**src/design/emsi_pkg.sv**
```systemverilog
// Shared types, codes and match patterns for the EMSI send handshake.
`default_nettype none
package emsi_pkg;

	localparam int DAT_LEN = 10;
	localparam int SEQ_LEN = 14;
	localparam logic [6:0] CHAR_CR = 7'h0d;
	localparam logic [6:0] CHAR_LF = 7'h0a;
	localparam logic [6:0] CHAR_SPACE = 7'h20;

	localparam logic [7:0] HS_TIMEOUT_RST = 8'd60;
	localparam logic [7:0] RS_TIMEOUT_RST = 8'd20;
	localparam logic [3:0] MAX_TRIES_RST = 4'd6;

	typedef enum logic [1:0] {
		CFG_HS_TIMEOUT = 2'd0,
		CFG_RS_TIMEOUT = 2'd1,
		CFG_MAX_TRIES  = 2'd2
	} cfg_idx_t;

	typedef enum logic [1:0] {
		KIND_START = 2'd0,
		KIND_BYTE  = 2'd1,
		KIND_TICK  = 2'd2,
		KIND_FAULT = 2'd3
	} kind_t;

	typedef enum logic [2:0] {
		ACT_NONE    = 3'd0,
		ACT_SEND    = 3'd1,
		ACT_ACK     = 3'd2,
		ACT_OK      = 3'd3,
		ACT_TIMEOUT = 3'd4,
		ACT_LINK    = 3'd5
	} act_t;

	typedef enum logic [1:0] {
		PH_IDLE = 2'd0,
		PH_WAIT = 2'd1
	} phase_t;

	typedef struct packed {
		logic [7:0] hs_timeout;
		logic [7:0] rs_timeout;
		logic [3:0] max_tries;
	} cfg_t;

	typedef struct packed {
		phase_t     phase;
		logic [3:0] try_count;
		logic [7:0] hs_left;
		logic [7:0] rs_left;
		logic [2:0] flags;
	} st_t;

	typedef struct packed {
		logic [1:0] count;
		act_t       act0;
		act_t       act1;
	} res_t;

	function automatic logic [6:0] pat_dat(input logic [3:0] idx);
		logic [6:0] c;
		case (idx)
			4'd0, 4'd1: c = 7'h2a;
			4'd2: c = 7'h45;
			4'd3: c = 7'h4d;
			4'd4: c = 7'h53;
			4'd5: c = 7'h49;
			4'd6: c = 7'h5f;
			4'd7: c = 7'h44;
			4'd8: c = 7'h41;
			4'd9: c = 7'h54;
			default: c = 7'h00;
		endcase
		return c;
	endfunction

	function automatic logic [6:0] pat_req(input logic [3:0] idx);
		logic [6:0] c;
		case (idx)
			4'd0, 4'd1: c = 7'h2a;
			4'd2: c = 7'h45;
			4'd3: c = 7'h4d;
			4'd4: c = 7'h53;
			4'd5: c = 7'h49;
			4'd6: c = 7'h5f;
			4'd7: c = 7'h52;
			4'd8: c = 7'h45;
			4'd9: c = 7'h51;
			4'd10: c = 7'h41;
			4'd11: c = 7'h37;
			4'd12: c = 7'h37;
			4'd13: c = 7'h45;
			default: c = 7'h00;
		endcase
		return c;
	endfunction

	function automatic logic [6:0] pat_ack(input logic [3:0] idx);
		logic [6:0] c;
		case (idx)
			4'd0, 4'd1: c = 7'h2a;
			4'd2: c = 7'h45;
			4'd3: c = 7'h4d;
			4'd4: c = 7'h53;
			4'd5: c = 7'h49;
			4'd6: c = 7'h5f;
			4'd7: c = 7'h41;
			4'd8: c = 7'h43;
			4'd9: c = 7'h4b;
			4'd10: c = 7'h41;
			4'd11: c = 7'h34;
			4'd12: c = 7'h39;
			4'd13: c = 7'h30;
			default: c = 7'h00;
		endcase
		return c;
	endfunction

endpackage
`default_nettype wire

```
**src/design/emsi_step.sv**
```systemverilog
// Next-state and result logic for one input word of the EMSI send handshake.
`default_nettype none
module emsi_step #(
	parameter int LINE_LIMIT = 1024,
	localparam int LEN_W = $clog2(LINE_LIMIT + 1)
) (
	input  wire logic [1:0]       kind,
	input  wire logic [7:0]       rx_byte,
	input  wire emsi_pkg::cfg_t   cfg,
	input  wire emsi_pkg::st_t    st,
	input  wire logic [LEN_W-1:0] len,
	output emsi_pkg::st_t         st_nxt,
	output logic [LEN_W-1:0]      len_nxt,
	output emsi_pkg::res_t        res
);

	logic [6:0] ch;
	logic [3:0] pidx;
	logic [7:0] hs_dec;
	logic [7:0] rs_dec;

	assign ch = rx_byte[6:0];
	assign pidx = len[3:0];
	assign hs_dec = (st.hs_left != 8'd0) ? st.hs_left - 8'd1 : 8'd0;
	assign rs_dec = (st.rs_left != 8'd0) ? st.rs_left - 8'd1 : 8'd0;

	always_comb begin
		st_nxt = st;
		len_nxt = len;
		res.count = 2'd0;
		res.act0 = emsi_pkg::ACT_NONE;
		res.act1 = emsi_pkg::ACT_NONE;
		case (emsi_pkg::kind_t'(kind))
			emsi_pkg::KIND_START: begin
				len_nxt = '0;
				st_nxt.flags = 3'b111;
				res.count = 2'd1;
				if (cfg.max_tries == 4'd0) begin
					st_nxt.phase = emsi_pkg::PH_IDLE;
					st_nxt.try_count = 4'd0;
					res.act0 = emsi_pkg::ACT_TIMEOUT;
				end else begin
					st_nxt.phase = emsi_pkg::PH_WAIT;
					st_nxt.try_count = 4'd1;
					st_nxt.hs_left = cfg.hs_timeout;
					st_nxt.rs_left = cfg.rs_timeout;
					res.act0 = emsi_pkg::ACT_SEND;
				end
			end
			emsi_pkg::KIND_FAULT: begin
				if (st.phase == emsi_pkg::PH_WAIT) begin
					st_nxt.phase = emsi_pkg::PH_IDLE;
					res.count = 2'd1;
					res.act0 = emsi_pkg::ACT_LINK;
				end
			end
			emsi_pkg::KIND_TICK: begin
				if (st.phase == emsi_pkg::PH_WAIT) begin
					st_nxt.hs_left = hs_dec;
					st_nxt.rs_left = rs_dec;
					if (rs_dec == 8'd0 && st.try_count >= cfg.max_tries) begin
						st_nxt.phase = emsi_pkg::PH_IDLE;
						res.count = 2'd1;
						res.act0 = emsi_pkg::ACT_TIMEOUT;
					end else if (rs_dec == 8'd0) begin
						st_nxt.try_count = st.try_count + 4'd1;
						st_nxt.rs_left = cfg.rs_timeout;
						len_nxt = '0;
						st_nxt.flags = 3'b111;
						res.act0 = emsi_pkg::ACT_SEND;
						if (hs_dec == 8'd0) begin
							st_nxt.phase = emsi_pkg::PH_IDLE;
							res.count = 2'd2;
							res.act1 = emsi_pkg::ACT_TIMEOUT;
						end else begin
							res.count = 2'd1;
						end
					end else if (hs_dec == 8'd0) begin
						st_nxt.phase = emsi_pkg::PH_IDLE;
						res.count = 2'd1;
						res.act0 = emsi_pkg::ACT_TIMEOUT;
					end
				end
			end
			emsi_pkg::KIND_BYTE: begin
				if (st.phase == emsi_pkg::PH_WAIT) begin
					if (ch == emsi_pkg::CHAR_CR || ch == emsi_pkg::CHAR_LF) begin
						if (len != '0) begin
							if (len >= LEN_W'(emsi_pkg::DAT_LEN) && st.flags[0]) begin
								res.count = 2'd2;
								res.act0 = emsi_pkg::ACT_ACK;
								res.act1 = emsi_pkg::ACT_ACK;
								st_nxt.rs_left = st.rs_left >> 2;
							end else if (len >= LEN_W'(emsi_pkg::SEQ_LEN) && st.flags[1]) begin
								// request line: no action
							end else if (len >= LEN_W'(emsi_pkg::SEQ_LEN) && st.flags[2]) begin
								st_nxt.phase = emsi_pkg::PH_IDLE;
								res.count = 2'd1;
								res.act0 = emsi_pkg::ACT_OK;
							end
							len_nxt = '0;
							st_nxt.flags = 3'b111;
						end
					end else if (ch >= emsi_pkg::CHAR_SPACE) begin
						if (len >= LEN_W'(LINE_LIMIT)) begin
							len_nxt = '0;
							st_nxt.flags = 3'b111;
						end else begin
							if (len < LEN_W'(emsi_pkg::DAT_LEN) && ch != emsi_pkg::pat_dat(pidx))
								st_nxt.flags[0] = 1'b0;
							if (len < LEN_W'(emsi_pkg::SEQ_LEN)) begin
								if (ch != emsi_pkg::pat_req(pidx))
									st_nxt.flags[1] = 1'b0;
								if (ch != emsi_pkg::pat_ack(pidx))
									st_nxt.flags[2] = 1'b0;
							end
							len_nxt = len + LEN_W'(1);
						end
					end
				end
			end
			default: begin
			end
		endcase
	end

endmodule
`default_nettype wire

```
**src/design/emsi_data_send_handshake.sv**
```systemverilog
// Top level of the EMSI send handshake: config registers, state and result queue.
//
// Usage:
//   Input channel (item_valid / item_stall) carries one event word: kind and
//   rx_byte. Output channel (result_valid / result_stall) carries one result
//   word: action and last. An event gives zero, one or two result words; last
//   marks the final one of an event. Events with no result give no word.
//   An event is evaluated in the cycle it is accepted and its words sit in a
//   four-entry result queue from the next cycle.
//   Throughput is one event per cycle while item_stall is low; an event
//   giving two words is popped a word at a time, so the queue occupancy
//   sets item_stall (raised with three or more words queued).
//   Configuration: cfg_write_en with cfg_index 0 (handshake timeout), 1
//   (resend timeout) or 2 (max tries) and cfg_data; other indexes are ignored.
//   Reset clears the queue, returns to idle and loads 60 / 20 / 6.
//   A stalled receiver holds the head word; once the queue is full enough,
//   item_stall holds off further events until words drain.
`default_nettype none
module emsi_data_send_handshake #(
	parameter int LINE_LIMIT = 1024
) (
	input  wire logic       clk,
	input  wire logic       arst_n,
	input  wire logic       item_valid,
	output logic            item_stall,
	input  wire logic [1:0] kind,
	input  wire logic [7:0] rx_byte,
	output logic            result_valid,
	input  wire logic       result_stall,
	output logic [2:0]      action,
	output logic            last,
	input  wire logic       cfg_write_en,
	input  wire logic [1:0] cfg_index,
	input  wire logic [7:0] cfg_data
);

	localparam int LEN_W = $clog2(LINE_LIMIT + 1);

	emsi_pkg::cfg_t   cfg_q;
	emsi_pkg::st_t    st_q;
	emsi_pkg::st_t    st_nxt;
	logic [LEN_W-1:0] len_q;
	logic [LEN_W-1:0] len_nxt;
	emsi_pkg::res_t   res;

	logic [3:0] fifo_q [4];
	logic [1:0] wptr_q;
	logic [1:0] rptr_q;
	logic [2:0] count_q;
	logic       push;
	logic       pop;
	logic [1:0] push_n;

	assign item_stall = (count_q > 3'd2);
	assign push = item_valid && !item_stall;
	assign pop = result_valid && !result_stall;
	assign push_n = push ? res.count : 2'd0;
	assign result_valid = (count_q != 3'd0);
	assign action = fifo_q[rptr_q][3:1];
	assign last = fifo_q[rptr_q][0];

	emsi_step #(.LINE_LIMIT(LINE_LIMIT)) u_step (
		.kind    (kind),
		.rx_byte (rx_byte),
		.cfg     (cfg_q),
		.st      (st_q),
		.len     (len_q),
		.st_nxt  (st_nxt),
		.len_nxt (len_nxt),
		.res     (res)
	);

	always_ff @(posedge clk or negedge arst_n) begin
		if (!arst_n) begin
			cfg_q.hs_timeout <= emsi_pkg::HS_TIMEOUT_RST;
			cfg_q.rs_timeout <= emsi_pkg::RS_TIMEOUT_RST;
			cfg_q.max_tries <= emsi_pkg::MAX_TRIES_RST;
		end else if (cfg_write_en) begin
			case (emsi_pkg::cfg_idx_t'(cfg_index))
				emsi_pkg::CFG_HS_TIMEOUT: cfg_q.hs_timeout <= cfg_data;
				emsi_pkg::CFG_RS_TIMEOUT: cfg_q.rs_timeout <= cfg_data;
				emsi_pkg::CFG_MAX_TRIES: cfg_q.max_tries <= cfg_data[3:0];
				default: begin
				end
			endcase
		end
	end

	always_ff @(posedge clk or negedge arst_n) begin
		if (!arst_n) begin
			st_q.phase <= emsi_pkg::PH_IDLE;
			st_q.try_count <= 4'd0;
			st_q.hs_left <= 8'd0;
			st_q.rs_left <= 8'd0;
			st_q.flags <= 3'b111;
			len_q <= '0;
		end else if (push) begin
			st_q <= st_nxt;
			len_q <= len_nxt;
		end
	end

	always_ff @(posedge clk or negedge arst_n) begin
		if (!arst_n) begin
			wptr_q <= 2'd0;
			rptr_q <= 2'd0;
			count_q <= 3'd0;
		end else begin
			wptr_q <= wptr_q + push_n;
			rptr_q <= rptr_q + {1'b0, pop};
			count_q <= count_q + {1'b0, push_n} - {2'b00, pop};
		end
	end

	always_ff @(posedge clk) begin
		if (push_n != 2'd0)
			fifo_q[wptr_q] <= {res.act0, (push_n == 2'd1)};
		if (push_n == 2'd2)
			fifo_q[wptr_q + 2'd1] <= {res.act1, 1'b1};
	end

endmodule
`default_nettype wire

```
**config.mk**
```make
export PLATFORM = sky130hd
export DESIGN_NAME = emsi_data_send_handshake
export DESIGN_NICKNAME = d
export VERILOG_FILES = /design/src/design/emsi_pkg.sv /design/src/design/emsi_step.sv /design/src/design/emsi_data_send_handshake.sv
export SDC_FILE = /design/constraint.sdc
export NUM_CORES = 1
export LEC_CHECK = 0
export ABC_AREA = 0
export BUFFER_PORTS_ARGS = -buffer_cell sky130_fd_sc_hd__clkbuf_2
export CAP_MARGIN = 20
export CELL_PAD_IN_SITES_DETAIL_PLACEMENT = 0
export CELL_PAD_IN_SITES_GLOBAL_PLACEMENT = 2
export CORE_UTILIZATION = 39
export CTS_CLUSTER_DIAMETER = 200
export DETAILED_ROUTE_END_ITERATION = 6
export PLACE_DENSITY_LB_ADDON = 0.2
export SETUP_SLACK_MARGIN = 0.2
export SYNTH_ARGS = -nofsm -noshare
export SYNTH_HDL_FRONTEND = slang
export SYNTH_SLANG_ARGS = --single-unit
```
**constraint.sdc**
```tcl
create_clock -name clk -period 5.25 [get_ports clk]
set_clock_uncertainty 0.05 [all_clocks]
set_input_delay 0.2625 -clock clk [delete_from_list [all_inputs] [get_ports clk]]
set_output_delay 0.2625 -clock clk [all_outputs]
set_load 0.01 [all_outputs]
```
Word level (Yosys, flattened, before mapping)
Memory sizes are Yosys's and may differ from the RTL's.
Cells that the tools add are included.
{"block": "op_classes", "div_mod_pow": 0, "muxes": 82, "addsub": 9, "reduce_logical": 33, "n_bitwise": 0, "shifts": 0, "n_lt_le_gt_ge": 8, "n_mul": 0, "n_eq_ne": 32}
{"cell": "2-to-1 mux 11 bit", "n": 12}
{"cell": "2-to-1 mux 7 bit", "n": 17}
{"cell": "one-hot mux 11 bit (3 select lines)", "n": 2}
{"cell": "2-to-1 mux 8 bit", "n": 8}
{"cell": "AND reduction 10 bit", "n": 3}
{"cell": "2-to-1 mux 2 bit", "n": 13}
{"cell": "2-to-1 mux 25 bit", "n": 1}
{"cell": "2-to-1 mux 5 bit", "n": 5}
{"cell": "one-hot mux 12 bit (2 select lines)", "n": 1}
{"cell": "greater-or-equal comparator 11 x 4 -> 1 bit, second input constant", "n": 2}
{"cell": "less-than comparator 11 x 4 -> 1 bit, second input constant", "n": 2}
{"cell": "2-to-1 mux 3 bit", "n": 7}
{"cell": "inequality test 7 bit", "n": 3}
{"cell": "2-to-1 mux 4 bit", "n": 5}
{"cell": "one-hot mux 5 bit (4 select lines)", "n": 1}
{"cell": "zero test 8 bit", "n": 2}
{"cell": "2-to-1 mux 16 bit", "n": 1}
{"cell": "inequality test 2 x 1 -> 1 bit, second input constant", "n": 8}
{"cell": "inequality test 4 x 1 -> 1 bit, second input constant", "n": 4}
{"cell": "AND reduction 8 bit", "n": 2}
{"cell": "nonzero test 8 bit", "n": 2}
{"cell": "subtractor 8 x 1 -> 8 bit, second input constant", "n": 2}
{"cell": "equality test 7 x 4 -> 1 bit, second input constant", "n": 2}
{"cell": "adder 11 x 1 -> 11 bit, second input constant", "n": 1}
{"cell": "other kinds (30)", "n": 58}
{"block": "word_totals", "latchBits": 0, "romBits": 336, "inputBits": 25, "ram_bits": 16, "elab_cells": 182, "out_inout_bits": 6, "mem_count": 4, "ff_bits": 63}
{"memory": "(name not given)", "words": 16, "width": 7, "read_ports": 1, "rd_clocked_by_memory_dff": 0, "wr": 0, "line_no": "emsi_pkg.sv:64", "source": "case (idx)"}
{"memory": "(name not given)", "words": 16, "width": 7, "read_ports": 1, "rd_clocked_by_memory_dff": 0, "wr": 0, "line_no": "emsi_pkg.sv:81", "source": "case (idx)"}
{"memory": "(name not given)", "words": 16, "width": 7, "read_ports": 1, "rd_clocked_by_memory_dff": 0, "wr": 0, "line_no": "emsi_pkg.sv:102", "source": "case (idx)"}
{"memory": "fifo_q", "words": 4, "width": 4, "read_ports": 1, "rd_clocked_by_memory_dff": 0, "wr": 2, "line_no": "emsi_data_send_handshake.sv:46", "source": "logic [3:0] fifo_q [4];"}

Logic depth before layout (Yosys ltp)
Gate-level depths: netlist of run 1.
{"block": "depth", "depth_word": 15, "depth_mapped": 18, "depth_no_buf": 17}

Hierarchy
From an unflattened synthesis of run 1, not the netlist that was laid out.
{"block": "unflattened", "cells_unflattened": 765, "hier_area_um2": 6363.6}
{"mod": "emsi_data_send_handshake", "seq_area_each_um2": 2030.7, "instances": 1, "cells_per_inst": 315, "area_per_inst_um2": 3482.1}
{"mod": "emsi_step", "seq_area_each_um2": 0.0, "instances": 1, "cells_per_inst": 450, "area_per_inst_um2": 2881.5}

Worst setup path after synthesis of run 1
Ideal clock, no wire load.
{"block": "synth_path", "kind": "register -> register", "start": "register st_q[3] (netlist bit)", "end": "register count_q[2]", "n_path_buf": 1, "synth_period_minus_slack_ns": 3.677, "setup_time_ns": 0.123, "required_time_ns": 5.077, "stages_incl_launch_ff": 18, "path_slack_ns": 1.573, "arrival_time_ns": 3.504, "cell_sequence": "dfrtp_1 clkbuf_1 inv_1 ha_1 xor2_1 nor4_1 o211ai_4 nor2_1 ha_1 and3_1 o31ai_4 a21o_4 nor2_1 inv_1 ha_1 inv_1 fa_1 xnor2_1"}
{"block": "synth_via", "elab_chain_len": 10, "elab_cells_between_ends": 12, "classes_between": "add/sub: 3; mux: 6; reduce/logical: 3"}
{"item": "start: declaration", "line_no": "emsi_data_send_handshake.sv:40", "source": "emsi_pkg::st_t st_q;"}
{"item": "start signal: assignment", "line_no": "emsi_data_send_handshake.sv:98", "source": "st_q <= st_nxt;"}
{"item": "subtractor 8 x 1 -> 8 bit / nonzero test 8 bit (equally long branches)", "line_no": "emsi_step.sv:25", "source": "assign rs_dec = (st.rs_left != 8'd0) ? st.rs_left - 8'd1 : 8'd0;"}
{"item": "2-to-1 mux 8 bit *", "line_no": "emsi_step.sv:25"}
{"item": "zero test 8 bit *", "line_no": "emsi_step.sv:61, emsi_step.sv:65"}
{"item": "2-to-1 mux 5 bit / logical AND 1 bit (equally long branches)", "line_no": "emsi_step.sv:65, emsi_step.sv:61"}
{"item": "2-to-1 mux 5 bit *", "line_no": "emsi_step.sv:61", "source": "if (rs_dec == 8'd0 && st.try_count >= cfg.max_tries) begin"}
{"item": "2-to-1 mux 8 bit *", "line_no": "emsi_step.sv:58", "source": "if (st.phase == emsi_pkg::PH_WAIT) begin"}
{"item": "one-hot mux 5 bit (4 select lines) *", "line_no": "emsi_step.sv:33", "source": "case (emsi_pkg::kind_t'(kind))"}
{"item": "2-to-1 mux 2 bit *", "line_no": "emsi_data_send_handshake.sv:57", "source": "assign push_n = push ? res.count : 2'd0;"}
{"item": "adder 3 x 2 -> 3 bit *", "line_no": "emsi_data_send_handshake.sv:111", "source": "count_q <= count_q + {1'b0, push_n} - {2'b00, pop};"}
{"item": "subtractor 3 x 1 -> 3 bit *", "line_no": "emsi_data_send_handshake.sv:111"}
{"item": "end signal: assignment", "line_no": "emsi_data_send_handshake.sv:111"}
{"item": "end: declaration", "line_no": "emsi_data_send_handshake.sv:49", "source": "logic [2:0] count_q;"}
Mark *: on every way between the ends. The rest lies on a longest branch, timed or not.
A chain may end at the register's enable or synchronous reset.

Worst setup path after layout of run 1
{"block": "layout_path", "start": "register st_q[11] (netlist bit)", "end": "register count_q[2]"}
{"block": "layout_via", "elab_chain_len": 11, "elab_cells_between_ends": 13, "classes_between": "add/sub: 3; mux: 8; reduce/logical: 2"}
{"item": "subtractor 8 x 1 -> 8 bit / nonzero test 8 bit (equally long branches)", "line_no": "emsi_step.sv:24", "source": "assign hs_dec = (st.hs_left != 8'd0) ? st.hs_left - 8'd1 : 8'd0;"}
{"item": "2-to-1 mux 8 bit *", "line_no": "emsi_step.sv:24"}
{"item": "zero test 8 bit *", "line_no": "emsi_step.sv:71, emsi_step.sv:78"}
{"item": "2-to-1 mux 4 bit / 2-to-1 mux 2 bit (equally long branches)", "line_no": "emsi_step.sv:78, emsi_step.sv:71"}
{"item": "2-to-1 mux 5 bit *", "line_no": "emsi_step.sv:65", "source": "end else if (rs_dec == 8'd0) begin"}
{"item": "2-to-1 mux 5 bit *", "line_no": "emsi_step.sv:61"}
{"item": "2-to-1 mux 8 bit *", "line_no": "emsi_step.sv:58"}
{"item": "one-hot mux 5 bit (4 select lines) *", "line_no": "emsi_step.sv:33"}
{"item": "2-to-1 mux 2 bit *", "line_no": "emsi_data_send_handshake.sv:57"}
{"item": "adder 3 x 2 -> 3 bit *", "line_no": "emsi_data_send_handshake.sv:111"}
{"item": "subtractor 3 x 1 -> 3 bit *", "line_no": "emsi_data_send_handshake.sv:111"}
Marks and branches as above.

==> results_dict.tcl, run 1 <==
set metrics [dict create \
    final_cells 790 \
    gp_congestion 0.7939 \
    diodes 0 \
    synth.largest_area_cell "dfrtp_1" \
    cp_top_family "simple AND/OR/NAND/NOR gates" \
    worstSetupStartpointType "register" \
    synth_edf_count 8 \
    cp-end-kind "register" \
    crit_arrival_ps 4340 \
    cts-root-buf "clkbuf_16" \
    placedCellCount 771 \
    layout_commonest_cell "nand2_1" \
    synth.distinct_cells 84 \
    final_area_sq_um 5954 \
    synthCells 590 \
    min_path_type "in2reg" \
    maxSlewHeadroom_pct 35.13 \
    num_io_pins 31 \
    slew_violations 0 \
    power_density_nw_per_um2 448.7 \
    grt_pass1_vias 4193 \
    path_max_fanout 6 \
    drive_above_1_share_pct 16.78 \
    peakVddDrop_mv 0.2109 \
    via_per_inst 5.613 \
    r2r_end "count_q[2]" \
    htreeDepth 3 \
    synth_area_sq_um 5358 \
    cts_resized 0 \
    antenna_left 0 \
    synthArstFlopShare_pct 79.49 \
    cts_sinks 78 \
    fin_crit_ps 4134 \
    core-area_sq_um 13300 \
    hp-start "cfg_data[4]" \
    critPathBufInv 3 \
    final_nets 663 \
    rows 42 \
    max_clock_freq_mhz 241.9 \
    antenna_found_initial 0 \
    synth.avg_cell_area_sq_um 9.081 \
    hold_viol_final 0 \
    grt_max_degree 57 \
    initial_utilization_pct 40.30 \
    crit_chain "inv_1 > ha_1 > or3b_2 > nor3_1 > a31oi_1 > nor3_1 > ha_1 > and3_1 > o31ai_4 > a21o_4 > nor2_1 > inv_1 > ha_1 > inv_1 > fa_1 > xnor2_1" \
    ys_ff_latch 78 \
    fin_setup_tns_ps 0 \
    drtIter0Drc 271 \
    worstPathRequired_ps 5450 \
    max_slew.worst_pin.slew_ps 964.2 \
    area_delta_synth_final_pct 11.14 \
    io_buffers 29 \
    die_area_sq_um 14210 \
    vias 4434 \
    cts.path.max_buffers 2 \
    fin_crit_sh_pct 78.74 \
    yosys_warnings 0 \
    placed_area_sq_um 5618 \
    cts_tree "built" \
    cpPeakStageDelay_ps 510 \
    crit_slowest_cell "or3b_2" \
    rr_worst_depth 16 \
    seq_area_frac_synth_pct 36.69 \
    r2r_start "st_q[11]" \
    rrSetupSlack_ps 1120 \
    drcViolationCount 0 \
    synthFlopType "dfrtp_1" \
    grt_pass1_wl_um 21710 \
    dr.pass1.iters 5 \
    grt_use_total_pct 19.47 \
    setup_viol 0 \
    rsz0062_at_grt "false" \
    whs_endpoint "cfg_q[16]" \
    synthesis.nets 644 \
    static-leakage-power_nw 2.399 \
    numCtsBuffers 9 \
    insertion_delay_ps 340 \
    synth_area_leaders "dfrtp_1, ha_1, dfstp_2, edfxtp_1, mux2_2" \
    crit_type "reg2reg" \
    dp_hpwl_um 9390 \
    path_clk_slew_ps 60 \
    routed_wirelength_um 13010 \
    status "completed" \
    gr-total-overflow 0 \
    synth_top_area_share_pct 23.82 \
    whs_path_depth 3 \
    mostFrequentLayoutCells "nand2_1, dfrtp_1, o21ai_0" \
    die_w_um 119.2 \
    wire_per_inst_um 16.47 \
    die_h_um 119.2 \
    drv_cap 0 \
]
==> cells in the mapped netlist, types with 3 or more instances <==
library cell and number:
ha_1 28, nand3b_1 6, o22ai_1 9, a22oi_1 4, xnor2_1 11, or3_1 4, edfxtp_1 8, dfstp_2 11
mux4_2 4, inv_1 35, a221oi_1 3, and2_1 3, a31o_1 4, xor2_1 16, dfrtp_1 51, nor3b_1 4
clkbuf_1 19, a31oi_1 6, a22o_1 9, nand2_1 55, o2bb2ai_1 4, nand2b_1 6, a211oi_1 3, o31ai_1 3
a21oi_1 30, nor3_2 3, o211ai_1 3, o21ai_1 21, nand4_1 6, and3_1 8, nor2b_1 9, nor2_1 41
nor3_1 16, nand3_1 14, o21ai_0 42, mux2_2 20, dfxtp_1 8, nor4_1 4
==> flip-flops by register name, indices dropped and copies added, names as in the netlist <==
name     flops
st_q        24
cfg_q       20
fifo_q      16
len_q       11
count_q      3
rptr_q       2
wptr_q       2
==> worst min-delay path, stage by stage <==
cell and delay [ps]:
clkbuf_2 90, nand2_1 40, o21ai_0 70
==> worst max-delay path by stage <==
stage | to | cells past startpoint | startpoint | slack (ps)
finish | count_q[2] | 16 | st_q[11] | 1120
global route | count_q[2] | 16 | st_q[11] | 850
CTS | count_q[2] | 16 | st_q[11] | 1120
detailed placement | count_q[2] | 16 | st_q[11] | 1120
global placement | count_q[2] | 16 | st_q[11] | 1220
floorplan | count_q[2] | 17 | st_q[3] | 1570
==> power breakdown <==
part / leakage [nW] / internal (mW) / switching, mW
clock network: 0.151 / 0.416 / 0.258
logic: 1.35 / 0.437 / 0.528
registers: 0.894 / 0.793 / 0.240
==> metal layers <==
metal | vias up | GRT usage, % | wire [um] | part of all wire (%)
li1 | 2188 | - | - | -
met1 | 2115 | 26.73 | 6267 | 48
met2 | 113 | 29.69 | 5951 | 46
met3 | 18 | 4.981 | 605 | 4.6
met4 | 0 | 6.487 | 188 | 1.4
met5 | - | 0 | 0 | 0
==> cell families (layout without fill, tap and decap cells) <==
group,Yosys count,in the layout,share of synthesized area [%]
buffers and inverters,62,86,4.694
multiplexers,28,28,6.679
AND/OR/NAND/NOR,192,192,18.12
flip-flops,78,78,36.69
XOR/XNOR,27,27,4.414
AO/OA/AOI/OAI,174,174,22.49
adder cells (fa/ha/maj),29,29,6.913
==> stage by stage <==
step	hold WS, ps	setup slack [ps]	power (mW)	utilization, %
6_report	79.31	1116	2.672	44.79
5_1_grt	85.56	852.4	2.870	44.79
4_1_cts	75.16	1115	2.689	44.69
3_5_place_dp	55.73	1122	1.998	42.25
3_3_place_gp	50.02	1223	1.971	42.25
2_1_floorplan	-83.09	1573	1.748	-
==> repair_timing <==
action                    in CTS  in global routing
hold endpoints to repair       6                  0
hold buffers                   1                  0
buffers inserted               0                  0
==> cell type report <==
type	count	area, sq um
Multi-Input combinational cell	450	3141
Clock buffer	10	229.0
Sequential cell	78	1966
Clock inverter	6	85.08
Fill cell	1255	7341
Tap cell	176	220.2
Inverter	37	138.9
Timing Repair Buffer	33	175.2
No activity file was read; power rests on OpenSTA's default activity.
==> run 2: changes to the inputs <==
CORE_UTILIZATION = 35   (was 39)
clock period = 3.4 ns   (was 5.25 ns; I/O delays follow)
==> run 2 against run 1 <==
Compared with the run above:
- the run now ends with setup timing left
- critical path depth unchanged
- die area up 11%
- non-clock buffer count up 47
- sequential share of layout area down 3.3 points
- cell count up 7.0%
- combinational power up 110%
- routed wire length up 6.8%
- maximum frequency up 19%
- first-iteration DRC count down 9.2%
- critical endpoint is now fifo_q[0][2]
==> results_dict.tcl, run 2 (synthesized netlist as in run 1, its figures left out) <==
set metrics [dict create \
    cts_tree "built" \
    setup_slack_ps -72.03 \
    top_regs "st_q (24), cfg_q (20), fifo_q (16)" \
    dr.pass1.iters 4 \
    gr-total-overflow 0 \
    cts-root-buf "clkbuf_16" \
    p_total_mw 4.526 \
    final_area_sq_um 6619 \
    drcViolationCount 0 \
    drive_above_1_share_pct 28.59 \
    worstSetupStartpointType "register" \
    status "finished with violations" \
    hold_viol_final 0 \
    power_density_nw_per_um2 683.9 \
    largest-register "st_q" \
    fin_crit_sh_pct 102.1 \
    htreeDepth 3 \
    initial_utilization_pct 36.31 \
    path_max_fanout 6 \
    filler_cell_count 1451 \
    multi_input_area_sq_um 3428 \
    grt_pass1_wl_um 22500 \
    crit_type "reg2reg" \
    cts.path.max_buffers 2 \
    drv_cap 0 \
    max_clock_freq_mhz 288.0 \
    max_slew.worst_pin.slew_ps 745.7 \
    insertion_delay_ps 350 \
    core-area_sq_um 14750 \
    fin_setup_tns_ps -253.0 \
    vias 4643 \
    cts_sinks 78 \
    static-leakage-power_nw 2.674 \
    antenna_left 0 \
    slew_violations 0 \
    die_area_sq_um 15810 \
    violations "setup timing" \
    worstPathRequired_ps 3410 \
    via_per_inst 5.495 \
    grt_use_total_pct 17.94 \
    drtIter0Drc 246 \
    setup_viol 4 \
    regArea_sq_um 1966 \
    antenna_found_initial 0 \
    met2_usage_pct 28.63 \
    largest_reg_flops 24 \
    gp_congestion 0.8253 \
    met3_usage_pct 3.653 \
    dp_hpwl_um 10090 \
    layout_commonest_cell "dfrtp_1" \
    io_buffers 29 \
    cpPeakStageDelay_ps 400 \
    path_clk_slew_ps 70 \
    grt_pass1_vias 4432 \
    dp_slack_ps -5.894 \
    fin_crit_ps 3472 \
    placedCellCount 813 \
    area_delta_synth_final_pct 23.54 \
    cp-end-kind "register" \
    diodes 0 \
    rsz0062_at_grt "true" \
    rows 44 \
    critPathBufInv 5 \
    num_io_pins 31 \
    crit_slowest_cell "or3b_4" \
    routed_wirelength_um 13900 \
    die_w_um 125.7 \
    min_path_type "in2reg" \
    maxSlewHeadroom_pct 50.29 \
    peakVddDrop_mv 0.2821 \
    cp_top_family "simple AND/OR/NAND/NOR gates" \
    crit_arrival_ps 3480 \
    grt_max_degree 56 \
    final_nets 710 \
    grt-busiest-layer "met2" \
    placed_area_sq_um 5942 \
    die_h_um 125.7 \
    use_met1_pct 23.95 \
    numCtsBuffers 9 \
    final_cells 845 \
    mostFrequentLayoutCells "dfrtp_1, nand2_1, buf_4" \
    wire_per_inst_um 16.44 \
    crit_chain "buf_6 > inv_4 > ha_4 > or3b_4 > nor3_4 > a31oi_4 > nor3_4 > ha_4 > inv_2 > o211ai_1 > o22a_2 > buf_4 > buf_6 > nor2_4 > nand4_1 > nand2_2" \
]
==> run 2: cell count changes in the layout (fill, tap and decap cells not counted), sizes merged <==
cell,before,now
dlygate4sd3,1,2
clkinv,4,6
buf,3,49
bufinv,2,1
clkbuf,39,38
==> run 2: per-stage QoR <==
stage	utilization (%)	hold WS, ps
CTS	43.36	8.510
global route	44.86	27.64
floorplan	-	-175.6
finish	44.86	13.71
detailed placement	40.27	-18.84
global placement	40.27	-21.43
==> run 2: worst paths after layout <==
path	startpoint	endpoint	slack [ps]	cells after the start
max in group asynchronous	arst_n	cfg_q[10]	2150	3
min in group asynchronous	arst_n	rptr_q[1]	150	2
setup reg to reg	st_q[12]	fifo_q[0][2]	-70	16
setup / recovery	st_q[12]	fifo_q[0][2]	-70	16
hold reg to reg	fifo_q[3][0]	fifo_q[3][0]	430	1
hold / removal	cfg_data[3]	cfg_q[15]	10	3
==> run 2: final cells by class <==
class / instances / area share [%]
multi-input cells: 450 / 51.80
inverters: 37 / 2.174
flip-flops and latches: 78 / 29.70
clock inverters: 7 / 1.115
repair buffers: 80 / 8.336
well taps: 184 / 3.478
clock buffers: 9 / 3.403
==> run 2: worst min-delay path: cells and delay by family <==
family                 cells  cell delay (ps)
and+or+nand+nor            1               60
AOI/OAI and AO/OA          1               60
buffers and inverters      1              110
==> run 2: timing repair <==
item                                    4_1_cts  5_1_grt
setup buffers                                 5        9
pin swaps                                     4       28
endpoints found under the setup margin        8       23
hold buffers                                  2        0
endpoints found under the hold margin         8        0
resized for setup                            16       32
==> run 2: report_power, final <==
| group | switching (mW) | internal [mW] |
|---|---|---|
| Combinational | 1.02 | 0.960 |
| Clock | 0.414 | 0.571 |
| Sequential | 0.339 | 1.22 |
==> run 2: routing by layer <==
layer  up-vias  wire length [um]
met4         0               200
met5         -                 0
met1      2285              6785
li1       2280                 -
met3        18               442
met2        60              6468
==> run 3: changes to the inputs <==
ABC_CLOCK_PERIOD_IN_PS = 3400   (was not set)
CORE_MARGIN = 3   (was not set)
SYNTH_HIERARCHICAL = 1   (was not set)
==> run 3 against run 2 <==
Compared with the run above:
- the flow finishes with violations (hold timing)
- non-clock buffer count grew 26
- maximum frequency grew 3.7%
- synthesized cell count grew 30%
- die area grew 25%
- hold slack lost 27 ps
- design area grew 18%
- register-to-register slack gained 120 ps
==> results_dict.tcl, run 3 <==
set metrics [dict create \
    rows 48 \
    ys_ff_latch 79 \
    initial_utilization_pct 36.29 \
    setup_slack_ps 52.18 \
    cp-end-kind "register" \
    worstPathRequired_ps 3570 \
    synth.avg_cell_area_sq_um 8.318 \
    vias 6023 \
    die_h_um 140.8 \
    grt_pass1_wl_um 31190 \
    synth_area_sq_um 6364 \
    synthCells 765 \
    violations "hold timing" \
    cts.path.max_buffers 2 \
    path_max_fanout 4 \
    mostFrequentLayoutCells "nand2_1, buf_4, dfrtp_1" \
    grt_max_degree 64 \
    drive_above_1_share_pct 28.57 \
    yosysMostFrequentCell "nand2_1" \
    fin_crit_ps 3348 \
    num_io_pins 31 \
    synthesis.nets 817 \
    dr.pass1.iters 5 \
    synth_area_leaders "dfrtp_1, nand2_1, edfxtp_1, ha_1, dfstp_2" \
    maxSlewHeadroom_pct 27.23 \
    die_w_um 140.8 \
    grt_use_total_pct 19.20 \
    synthArstFlopShare_pct 79.75 \
    power_density_nw_per_um2 650.3 \
    crit_chain "inv_2 > ha_4 > o21a_1 > nor2_4 > or4_4 > nor2b_4 > o21ai_2 > and3_4 > inv_4 > ha_4 > inv_2 > ha_4 > fa_2 > xnor2_2 > xnor2_1" \
    antenna_left 0 \
    yosys-top-cells-count "nand2_1, dfrtp_1, o21ai_0" \
    synth_edf_count 12 \
    antenna_found_initial 0 \
    layout_commonest_cell "nand2_1" \
    dp_slack_ps -24.51 \
    max_clock_freq_mhz 298.7 \
    wire_per_inst_um 17.92 \
    yosys_warnings 6 \
    synthFlopType "dfrtp_1" \
    filler_cell_count 1765 \
    worstSetupStartpointType "register" \
    final_nets 887 \
    htreeDepth 3 \
    gp_congestion 0.8857 \
    max_slew.worst_pin.slew_ps 1092 \
    diodes 0 \
    dp_hpwl_um 13590 \
    static-leakage-power_nw 3.289 \
    path_clk_slew_ps 60 \
    setup_viol 0 \
    cts-root-buf "clkbuf_16" \
    largest-register "st_q" \
    cpPeakStageDelay_ps 540 \
    seq_area_frac_synth_pct 31.91 \
    drtIter0Drc 340 \
    drcViolationCount 0 \
    largest_reg_flops 25 \
    cts_sinks 79 \
    io_buffers 29 \
    status "finished with violations" \
    utilization_pct 44.56 \
    rrSetupSlack_ps 50 \
    via_per_inst 5.655 \
    peakVddDrop_mv 0.3392 \
    top_regs "st_q (25), cfg_q (20), fifo_q (16)" \
    die_area_sq_um 19840 \
    grt_pass1_vias 5947 \
    insertion_delay_ps 340 \
    crit_top_cell "ha_4" \
    fin_hold_ws_ps -13.38 \
    drv_cap 0 \
    crit_slowest_cell "dfstp_2" \
    synth_top_area_share_pct 20.45 \
    gr-total-overflow 0 \
    hold_viol_final 8 \
    crit_type "reg2reg" \
    synth.largest_area_cell "dfrtp_1" \
    slew_violations 0 \
    synth.distinct_cells 86 \
    crit_arrival_ps 3520 \
    cts_tree "built" \
    numCtsBuffers 9 \
    area_delta_synth_final_pct 22.79 \
    rsz0062_at_grt "true" \
    routed_wirelength_um 19080 \
    min_path_type "in2async" \
    fin_crit_sh_pct 98.47 \
    core-area_sq_um 17540 \
]
==> run 3: area by class of cell <==
type | instances | area (sq um) | area share (%)
Clock buffer | 11 | 252.7 | 3.235
Sequential cell | 79 | 2031 | 25.99
Timing Repair Buffer | 106 | 749.5 | 9.592
Tap cell | 225 | 281.5 | 3.603
Multi-Input combinational cell | 605 | 4328 | 55.39
Clock inverter | 5 | 41.29 | 0.5284
Inverter | 34 | 130.1 | 1.665
==> run 3: power by group <==
group / internal, mW / switching (mW)
registers: 1.20 / 0.311
clock network: 0.540 / 0.419
logic: 1.23 / 1.38
==> run 3: final timing paths <==
kind,startpoint,to,depth (start not counted)
setup reg to reg,cfg_q[2],count_q[2],15
hold reg to reg,fifo_q[3][0],fifo_q[3][0],1
min in group clk,cfg_data[4],cfg_q[16],2
setup / recovery,cfg_q[2],count_q[2],15
max in group asynchronous,arst_n,cfg_q[18],2
hold / removal,arst_n,len_q[3],2
==> run 3: critical path, delay by kind of cell, from the launching register on <==
family | cells | cell delay [ps]
adders and majority gates | 4 | 990
and+or+nand+nor | 4 | 970
DFF | 1 | 540
AOI/OAI and AO/OA | 2 | 300
xor gates and xnor gates | 2 | 260
buffers and inverters | 3 | 130
==> run 3: layer usage <==
layer  vias up  routed length [um]  track usage (%)
met5         -                   0                0
met4         0                 432            5.354
met3        30                 698            2.544
met2       158                9195            32.64
met1      2925                8758            25.67
li1       2910                   -                -
==> run 3: logic make-up (layout without fill, tap and decap cells) <==
logic type,after synthesis,count (layout),synth area share [%]
xor+xnor,21,21,3.008
fa+ha+maj,27,27,5.427
buf+inv,81,156,5.761
mux,44,44,8.337
other cells,1,1,0.05893
flops,79,79,31.91
simple gates,329,329,25.44
compound gates,183,183,20.06
==> run 3: timing repair <==
action | 4_1_cts | 5_1_grt
hold endpoints to repair | 0 | 0
pin swaps | 8 | 10
cloned | 0 | 0
setup buffers | 6 | 8
hold buffers | 0 | 0
gates resized for setup | 20 | 56
endpoints found under the setup margin | 13 | 25
==> run 3: metrics by stage <==
step | area, sq um | power (mW) | TNS, ps | cells | hold WS, ps
after floorplan | 6391 | 3.007 | -142.4 | 765 | -175.6
after global placement | 7051 | 3.709 | 0 | 1035 | 373.9
after detailed placement | 7051 | 3.740 | -24.51 | 1035 | 378.8
after CTS | 7493 | 4.833 | 0 | 1057 | 17.59
after global routing | 7814 | 5.467 | -43.12 | 1065 | 36.64
final | 7814 | 5.081 | 0 | 1065 | -13.38
